## config.mk

```make
export PLATFORM = sky130hd
export DESIGN_NAME = vpf_ctrl
export DESIGN_NICKNAME = d
export VERILOG_FILES = /design/src/rtl/vpf_pkg.sv /design/src/rtl/vpf_ctrl.sv
export SDC_FILE = /design/constraint.sdc
export NUM_CORES = 1
export LEC_CHECK = 0
export BUFFER_PORTS_ARGS = -buffer_cell sky130_fd_sc_hd__buf_2
export CAP_MARGIN = 0
export CORE_ASPECT_RATIO = 1.75
export CORE_MARGIN = 2
export CORE_UTILIZATION = 42
export DETAILED_ROUTE_END_ITERATION = 10
export MAX_ROUTING_LAYER = met4
export PLACE_DENSITY_LB_ADDON = 0.3
export SLEW_MARGIN = 10
export SYNTH_ARGS = -nofsm -noshare
export SYNTH_HDL_FRONTEND = slang
export SYNTH_SLANG_ARGS = --single-unit
export TNS_END_PERCENT = 1
```

## constraint.sdc

```tcl
create_clock -name clk -period 2.5 [get_ports clk]
set_clock_uncertainty 0.1 [all_clocks]
set_input_delay 0.25 -clock clk [delete_from_list [all_inputs] [get_ports clk]]
set_output_delay 0.25 -clock clk [all_outputs]
set_load 0.02 [all_outputs]
```

## src/rtl/vpf_pkg.sv

```systemverilog
// vpf_pkg: shared types and constants for the vector path flattener
// opcode codes, controller states and the command/status structs
// no dependencies
package vpf_pkg;

  localparam int FIELD_W = 32;
  localparam int QW      = 6;
  localparam int LIDX_W  = 3;
  localparam logic [QW-1:0] QUALITY_RST = 6'd16;

  typedef enum logic [3:0] {
    OP_BEGIN  = 4'd0,
    OP_MOVE   = 4'd1,
    OP_LINE   = 4'd2,
    OP_HLINE  = 4'd3,
    OP_VLINE  = 4'd4,
    OP_CUBIC  = 4'd5,
    OP_SMOOTH = 4'd6,
    OP_CLOSE  = 4'd7,
    OP_UNSUP  = 4'd8
  } opcode_t;

  typedef enum logic [2:0] {
    S_IDLE,
    S_EXEC,
    S_DIV,
    S_MUL,
    S_ADD,
    S_SEG,
    S_END
  } state_t;

  // lerp slots of one de casteljau evaluation
  localparam logic [LIDX_W-1:0] L_A = 3'd0;
  localparam logic [LIDX_W-1:0] L_B = 3'd1;
  localparam logic [LIDX_W-1:0] L_C = 3'd2;
  localparam logic [LIDX_W-1:0] L_D = 3'd3;
  localparam logic [LIDX_W-1:0] L_E = 3'd4;
  localparam logic [LIDX_W-1:0] L_F = 3'd5;

  typedef struct packed {
    logic              accept;
    logic              exec;
    logic              div_step;
    logic              div_first;
    logic              mul;
    logic              add;
    logic [LIDX_W-1:0] lidx;
    logic              emit_seg;
    logic              emit_end;
  } cmd_t;

  typedef struct packed {
    logic          need_seg;
    logic          is_curve;
    logic [QW-1:0] q_eff;
  } status_t;

endpackage

```

## src/rtl/vpf_ctrl.sv

```systemverilog
// vpf_ctrl: controller state machine of the vector path flattener
// sequences decode, step division, lerps and segment output
// depends on vpf_pkg
module vpf_ctrl #(
  parameter int T_FRAC_BITS = 16
) (
  input  logic             clk,
  input  logic             rst_n,
  input  logic             in_valid,
  output logic             in_stall,
  output logic             out_valid,
  input  logic             out_stall,
  input  vpf_pkg::status_t st,
  output vpf_pkg::cmd_t    cmd
);

  localparam int DCW = $clog2(T_FRAC_BITS + 1);

  vpf_pkg::state_t          state_r, state_nxt;
  logic [DCW-1:0]           dcnt_r, dcnt_nxt;
  logic [vpf_pkg::QW-1:0]   k_r, k_nxt;
  logic [vpf_pkg::LIDX_W-1:0] lidx_r, lidx_nxt;
  logic                     ovalid_r, ovalid_nxt;
  logic                     out_free;
  logic                     load_out;

  assign out_free  = !ovalid_r || !out_stall;
  assign out_valid = ovalid_r;
  assign in_stall  = (state_r != vpf_pkg::S_IDLE);

  always_ff @(posedge clk) begin
    if (!rst_n) begin
      state_r  <= vpf_pkg::S_IDLE;
      dcnt_r   <= '0;
      k_r      <= '0;
      lidx_r   <= '0;
      ovalid_r <= 1'b0;
    end else begin
      state_r  <= state_nxt;
      dcnt_r   <= dcnt_nxt;
      k_r      <= k_nxt;
      lidx_r   <= lidx_nxt;
      ovalid_r <= ovalid_nxt;
    end
  end

  always_comb begin
    state_nxt = state_r;
    dcnt_nxt  = dcnt_r;
    k_nxt     = k_r;
    lidx_nxt  = lidx_r;
    load_out  = 1'b0;
    cmd       = '0;
    cmd.lidx  = lidx_r;
    unique case (state_r)
      vpf_pkg::S_IDLE: begin
        if (in_valid) begin
          cmd.accept = 1'b1;
          state_nxt  = vpf_pkg::S_EXEC;
        end
      end
      vpf_pkg::S_EXEC: begin
        priority if (st.is_curve) begin
          cmd.exec  = 1'b1;
          dcnt_nxt  = '0;
          state_nxt = vpf_pkg::S_DIV;
        end else if (st.need_seg) begin
          if (out_free) begin
            cmd.exec  = 1'b1;
            load_out  = 1'b1;
            state_nxt = vpf_pkg::S_IDLE;
          end
        end else begin
          cmd.exec  = 1'b1;
          state_nxt = vpf_pkg::S_IDLE;
        end
      end
      vpf_pkg::S_DIV: begin
        // one quotient bit of 2^T / q per cycle
        cmd.div_step  = 1'b1;
        cmd.div_first = (dcnt_r == '0);
        dcnt_nxt      = dcnt_r + 1'b1;
        if (dcnt_r == DCW'(T_FRAC_BITS)) begin
          k_nxt     = '0;
          lidx_nxt  = vpf_pkg::L_A;
          state_nxt = vpf_pkg::S_MUL;
        end
      end
      vpf_pkg::S_MUL: begin
        cmd.mul   = 1'b1;
        state_nxt = vpf_pkg::S_ADD;
      end
      vpf_pkg::S_ADD: begin
        cmd.add = 1'b1;
        if (lidx_r == vpf_pkg::L_F) begin
          state_nxt = vpf_pkg::S_SEG;
        end else begin
          lidx_nxt  = lidx_r + 1'b1;
          state_nxt = vpf_pkg::S_MUL;
        end
      end
      vpf_pkg::S_SEG: begin
        if (out_free) begin
          cmd.emit_seg = 1'b1;
          load_out     = 1'b1;
          lidx_nxt     = vpf_pkg::L_A;
          if (k_r == st.q_eff - 1'b1) begin
            state_nxt = vpf_pkg::S_END;
          end else begin
            k_nxt     = k_r + 1'b1;
            state_nxt = vpf_pkg::S_MUL;
          end
        end
      end
      vpf_pkg::S_END: begin
        if (out_free) begin
          cmd.emit_end = 1'b1;
          load_out     = 1'b1;
          state_nxt    = vpf_pkg::S_IDLE;
        end
      end
      default: state_nxt = vpf_pkg::S_IDLE;
    endcase
    ovalid_nxt = load_out || (ovalid_r && out_stall);
  end

endmodule

```

==> results of run 1 <==
## final cells by class
| class | count | share of cell area [%] |
|---|---|---|
| multi-input cells | 136 | 57.48 |
| flip-flops and latches | 18 | 23.15 |
| repair buffers | 27 | 9.164 |
| inverters | 17 | 4.100 |
| well taps | 43 | 3.457 |
| clock buffers | 3 | 2.653 |
## power by group
part           switching, W  total (W)  internal [W]
combinational     0.0000593  0.0000945     0.0000351
sequential       0.00000602   0.000296      0.000290
clock             0.0000957   0.000203      0.000107
## through the flow
stage	hold slack, ps	setup slack, ps	std cells
final	234.7	268.1	244
after global routing	240.5	115.8	244
after CTS	234.7	273.8	244
after detailed placement	379.8	311.5	241
after global placement	366.8	285.3	241
after floorplan	288.3	507.8	177
## worst max-delay path: stages, from the launching register on
cell	delay (ps)
dfxtp_1	510
or3b_1	360
o21ai_1	300
or4_1	570
a211o_1	270
nand3_1	60
## cells in the mapped netlist, types with 4 or more instances
cell type	count
a211oi_1	5
a21oi_1	7
a31oi_1	4
dfxtp_1	18
ha_1	6
inv_1	17
nand2_1	17
nand3_1	14
nor2_1	12
nor2b_1	5
nor3_1	5
o21ai_0	5
xor2_1	5
## layout by cell type (no fill, tap or decap), types with 2 or more instances in the layout
cell type  netlist  layout
buf_2            3      24
dfxtp_1         18      18
inv_1           17      17
nand2_1         17      17
nand3_1         14      14
nor2_1          12      12
a21oi_1          7       7
ha_1             6       6
nor3_1           5       5
nor2b_1          5       5
a211oi_1         5       5
o21ai_0          5       5
xor2_1           5       5
a31oi_1          4       4
and2_1           3       3
xnor2_1          3       3
nor4_1           3       3
o211ai_1         3       3
mux2i_1          3       3
nand4_1          3       3
clkbuf_8         0       3
buf_4            0       3
nor3b_1          2       2
a21boi_0         2       2
o31a_1           2       2
nand2b_1         2       2
and3_1           2       2
## final timing paths
path | from | slack (ps) | endpoint | cells past startpoint
max | state_r[0]$_SDFFE_PN0P_ | 270 | k_r[5]$_SDFFE_PN0P_ | 5
min | rst_n | 230 | state_r[1]$_SDFFE_PN0P_ | 2
max reg2reg | state_r[0]$_SDFFE_PN0P_ | 270 | k_r[5]$_SDFFE_PN0P_ | 5
min reg2reg | dcnt_r[4]$_SDFFE_PN0P_ | 390 | dcnt_r[4]$_SDFFE_PN0P_ | 1
## metal layers
metal	global-route usage (%)	vias up	share of wire, %
met4	9.167	0	3.1
met2	36.58	34	57
li1	-	686	-
met1	20.20	617	37
met5	-	-	0
met3	2.045	11	2.4
## registers in the layout, summed over array words and instances (netlist names)
| register | count |
|---|---|
| k_r | 6 |
| dcnt_r | 5 |
| state_r | 3 |
| lidx_r | 3 |
| out_valid | 1 |
## cells by family (layout without fill, tap and decap cells)
family	count (synthesis)	in the layout	share of synthesized area [%]
AO/OA/AOI/OAI	41	41	21.58
XOR/XNOR	8	8	5.210
adder cells (fa/ha/maj)	6	6	5.581
buffers and inverters	23	47	6.697
flip-flops	18	18	26.79
multiplexers	3	3	2.233
AND/OR/NAND/NOR	78	78	31.91
==> metrics.md, run 1 <==
| Metric | Value |
|---|---|
| Power Total | 0.0005933 W |
| RSZ-0062 raised after global routing | no |
| Seq/Total Area, Yosys | 26.79% |
| H-tree depth | 1 |
| Port bufs | 24 |
| Cells after Synth | 177 |
| Proportion of layout cells with a drive suffix above 1 | 16.42% |
| Unique cell type count in the Yosys netlist | 49 |
| Yosys warns | 0 |
| Worst-Margin Slew | 654.6 ps |
| Endpoint type of the worst setup path | flip-flop |
| CTS root buffer | clkbuf_8 |
| TritonRoute pass-1 iters | 4 |
| Clock Path Buffers | 2 |
| Final instance area | 0.001556 mm2 |
| Pin count of the biggest net entering global routing | 15 |
| Die Area | 0.003689 mm2 |
| Endpoints failing setup | 0 |
| Post-route ant nets | 0 |
| Avg Inst Size Synth | 7.599 um2 |
| Synth area leader | dfxtp_1 |
| Ant diodes | 0 |
| Critical path arrival | 2330 ps |
| First-pass GRT wire length | 5485 um |
| PD cells | 381.2 mW/mm2 |
| DP Wirelength | 2560 um |
| Async set or reset register ratio after synthesis | 0% |
| GRT overflow | 0 |
| Max Cap Viol | 0 |
| Fmax achieved | 448.0 MHz |
| # DRC | 0 |
| Status | finished, final reports clean |
| CTS clock-pin slew for the worst setup and hold paths | 70 ps |
| Main synth FF type | dfxtp_1 |
| Die Height | 78.86 um |
| TritonCTS buffer count | 3 |
| CP required | 2600 ps |
| Area share of the largest cell type after synthesis | 26.79% |
| Post-CTS setup buffers | 0 |
| Minimum clock period | 2232 ps |
| CTS Hold Bufs | 0 |
| Initial core utilization | 43.28% |
| Hold WC Path Type | in2reg |
| Nets@finish | 221 |
| Initial antenna violation count | 0 |
| Register Area | 360.3 um2 |
| Slew headroom | 56.07% |
| Period utilization | 89.28% |
| WS Path Type | reg2reg |
| Detailed-route via count | 1348 |
| Boundary pin count | 25 |
| Starting DRT DRC Count | 28 |
| Synthesis-stage register bit count | 18 |
| VDD IR-drop max | 281.8 uV |
| Worst skew pair latency | 250 ps |
| Die width | 46.78 um |
| Routed wire per std cell | 13.30 um |
| Post-Route WL | 3245 um |
| CTS tree | built |
| CTS sink count | 18 |
| Synthesized Nets | 195 |
| Synthesized area | 0.001345 mm2 |
| Row cnt | 27 |
| Post-synth EDFFs | 0 |
| Final hold vios | 0 |
| Fillers | 343 |
| Fin util | 50.08% |
| Vias in the first global route | 1283 |
| Crit-path max FO | 10 |
| Post-DP Area | 0.001515 mm2 |
| Pins Over Slew Limit | 0 |
| Post-CTS sizing | 0 |
| Growth of design area from synthesis to finish | 15.72% |
| GPL Wtd Cong | 0.9452 |
| Startpoint types | flip-flop |
| P_leak | 0.6520 nW |
| Via/cell ratio | 5.525 |
| Core box area | 0.003108 mm2 |
| Setup TNS | 0 ps |
| Largest cells by area after synthesis | dfxtp_1, ha_1, nand3_1 |
| GRT Util Overall | 20.20% |
| Multi-input gate area | 894.6 um2 |
Note: power is estimated with default switching activity, not from simulation.
==> run 2, diff against run 1 <==
--- a/config.mk
+++ b/config.mk
@@ -11,3 +11,3 @@
 export CORE_MARGIN = 2
-export CORE_UTILIZATION = 42
+export CORE_UTILIZATION = 55
 export DETAILED_ROUTE_END_ITERATION = 10
--- a/constraint.sdc
+++ b/constraint.sdc
@@ -4,2 +4,2 @@
 set_output_delay 0.25 -clock clk [all_outputs]
-set_load 0.02 [all_outputs]
+set_load 0.01 [all_outputs]
==> run 2 against run 1 <==
Maximum frequency up 4.6%; routed wire length fell by 1.7%; non-clock buffer count did not move; via count rose by 1.0%; power is 1.2% lower; sequential share of layout area grew 0.34 points; register-to-register slack improved by 99 ps; combinational power shrank 4.8%; clock-buffer cell count is the same; sequential cell count did not move; hold slack improved by 11 ps; first-iteration DRC count grew 3.6%.
==> metrics.md, run 2 (synthesis gave the netlist of run 1 again) <==
| Metric | Value |
|---|---|
| Clock Path Buffers | 2 (unchanged) |
| Most frequent cells in the layout | buf_2, dfxtp_1, inv_1, nand2_1, nand3_1 (unchanged) |
| Port bufs | 24 (unchanged) |
| VDD IR-drop max | 366.0 uV (was 281.8 uV) |
| Max Cap Viol | 0 (unchanged) |
| RSZ-0062 raised after global routing | no (unchanged) |
| Post-CTS setup buffers | 0 (unchanged) |
| H-tree depth | 1 (unchanged) |
| DP Wirelength | 2554 um (was 2560 um) |
| Via/cell ratio | 6.027 (was 5.525) |
| GPL Wtd Cong | 0.8581 (was 0.9452) |
| Worst-Margin Slew | 591.8 ps (was 654.6 ps) |
| Status | finished, final reports clean (unchanged) |
| Cells after DPL | 223 (was 241) |
| Startpoint types | flip-flop (unchanged) |
| GRT Util Overall | 25.71% (was 20.20%) |
| Period utilization | 85.33% (was 89.28%) |
| GRT overflow | 0 (unchanged) |
| Setup TNS | 0 ps (unchanged) |
| CTS Hold Bufs | 0 (unchanged) |
| Critical path arrival | 2230 ps (was 2330 ps) |
| Initial antenna violation count | 0 (unchanged) |
| Number of flip-flops under the largest register name | 6 (unchanged) |
| Post-Route WL | 3189 um (was 3245 um) |
| Crit-path max FO | 10 (unchanged) |
| Pins Over Slew Limit | 0 (unchanged) |
| Growth of design area from synthesis to finish | 14.05% (was 15.72%) |
| Vias in the first global route | 1334 (was 1283) |
| P_leak | 0.6520 nW (unchanged) |
| Layout Cells excl Fill | 226 (was 244) |
| Worst skew pair latency | 250 ps (about the same) |
| Reg2reg start | state_r[0]$_SDFFE_PN0P_ (unchanged) |
| Proportion of layout cells with a drive suffix above 1 | 16.42% (unchanged) |
| PD cells | 382.0 mW/mm2 (was 381.2 mW/mm2) |
| Die width | 41.38 um (was 46.78 um) |
| RR Endpoint | k_r[5]$_SDFFE_PN0P_ (unchanged) |
| Endpoints failing setup | 0 (unchanged) |
| Most flop-heavy register | k_r (unchanged) |
| Fmax achieved | 468.8 MHz (was 448.0 MHz) |
| TritonCTS buffer count | 3 (unchanged) |
| Pin count of the biggest net entering global routing | 15 (unchanged) |
| Hold WC Path Type | in2reg (unchanged) |
| CTS clock-pin slew for the worst setup and hold paths | 60 ps (was 70 ps) |
| Row cnt | 23 (was 27) |
| Logic depth of the worst register-to-register path | 5 (unchanged) |
| Hold path endpoint | state_r[1]$_SDFFE_PN0P_ (unchanged) |
| CTS root buffer | clkbuf_8 (unchanged) |
| Core box area | 0.002302 mm2 (was 0.003108 mm2) |
| Post-route ant nets | 0 (unchanged) |
| Nets@finish | 221 (unchanged) |
| TritonRoute pass-1 iters | 4 (unchanged) |
| CTS sink count | 18 (unchanged) |
| WS Path Type | reg2reg (unchanged) |
| Hold path startpoint | rst_n (unchanged) |
| Commonest non-fill, non-tap cell in the layout | buf_2 (unchanged) |
| Boundary pin count | 25 (unchanged) |
| Starting DRT DRC Count | 29 (was 28) |
| Post-CTS sizing | 0 (unchanged) |
| Initial core utilization | 58.42% (was 43.28%) |
| Post-DP Area | 0.001493 mm2 (was 0.001515 mm2) |
| Die Area | 0.002873 mm2 (was 0.003689 mm2) |
| Biggest regs | k_r: 6 flops, dcnt_r: 5 flops (unchanged) |
| Minimum clock period | 2133 ps (was 2232 ps) |
| Detailed-route via count | 1362 (was 1348) |
| Slew headroom | 60.28% (was 56.07%) |
| Pre-CTS WS | 404.2 ps (was 311.5 ps) |
| Die Height | 69.42 um (was 78.86 um) |
| # DRC | 0 (unchanged) |
| First-pass GRT wire length | 5237 um (was 5485 um) |
| Slack of the critical path | 366.7 ps (was 268.1 ps) |
| CTS tree | built (unchanged) |
| Ant diodes | 0 (unchanged) |
| Final hold vios | 0 (unchanged) |
| FF-to-FF setup slack | 370 ps (was 270 ps) |
| Endpoint type of the worst setup path | flip-flop (unchanged) |
| Worst hold path cell count | 2 (unchanged) |
| Final instance area | 0.001534 mm2 (was 0.001556 mm2) |
| Routed wire per std cell | 14.11 um (was 13.30 um) |
| CP required | 2590 ps (was 2600 ps) |
-- run 2: cell counts in the layout (fill, tap and decap cells not counted) --
No cell type changed its count.
-- run 2: cell type report --
type,instances,area (um2)
timing repair buffer,27,142.6
multi-input combinational,136,894.6
fill,224,768.2
clock buffer,3,41.29
sequential,18,360.3
tap,25,31.28
inverter,17,63.81
-- run 2: routing by layer --
| metal | share of wire (%) | wire length [um] | vias to the layer above | global-route usage [%] |
|---|---|---|---|---|
| met3 | 2.2 | 69 | 10 | 2.564 |
| li1 | - | - | 687 | - |
| met2 | 57 | 1823 | 28 | 46.88 |
| met4 | 2.8 | 90 | 0 | 11.47 |
| met5 | 0 | 0 | - | - |
| met1 | 38 | 1206 | 637 | 23.67 |
-- run 2: how the worst max path moves through the flow --
stage	slack (ps)	end	start
after detailed placement	400	k_r[5]$_SDFFE_PN0P_	state_r[0]$_SDFFE_PN0P_
after CTS	380	k_r[5]$_SDFFE_PN0P_	state_r[0]$_SDFFE_PN0P_
after global routing	250	k_r[5]$_SDFFE_PN0P_	state_r[0]$_SDFFE_PN0P_
final	370	k_r[5]$_SDFFE_PN0P_	state_r[0]$_SDFFE_PN0P_
after floorplan	510	state_r[0]$_SDFFE_PN0P_	st[1]
after global placement	440	state_r[0]$_SDFFE_PN0P_	st[1]
-- run 2: through the flow --
stage / power (W) / utilization [%] / hold WS, ps
after detailed placement: 0.0003915 / 64.84 / 382.4
final: 0.0005859 / 66.63 / 245.9
after CTS: 0.0005884 / 66.63 / 245.7
after global placement: 0.0003879 / 64.84 / 364.0
after global routing: 0.0006094 / 66.63 / 267.4
after floorplan: 0.0003610 / - / 288.3
-- run 2: power breakdown --
part	internal (W)	switching, W
combinational	0.0000352	0.0000548
clock	0.000107	0.0000936
sequential	0.000290	0.00000523
total	0.000432	0.000154
-- run 2: critical path: stages (launching register included) --
cell and delay [ps]:
dfxtp_1 480, or3b_1 330, o21ai_1 270, or4_1 560, a211o_1 270, nand3_1 60
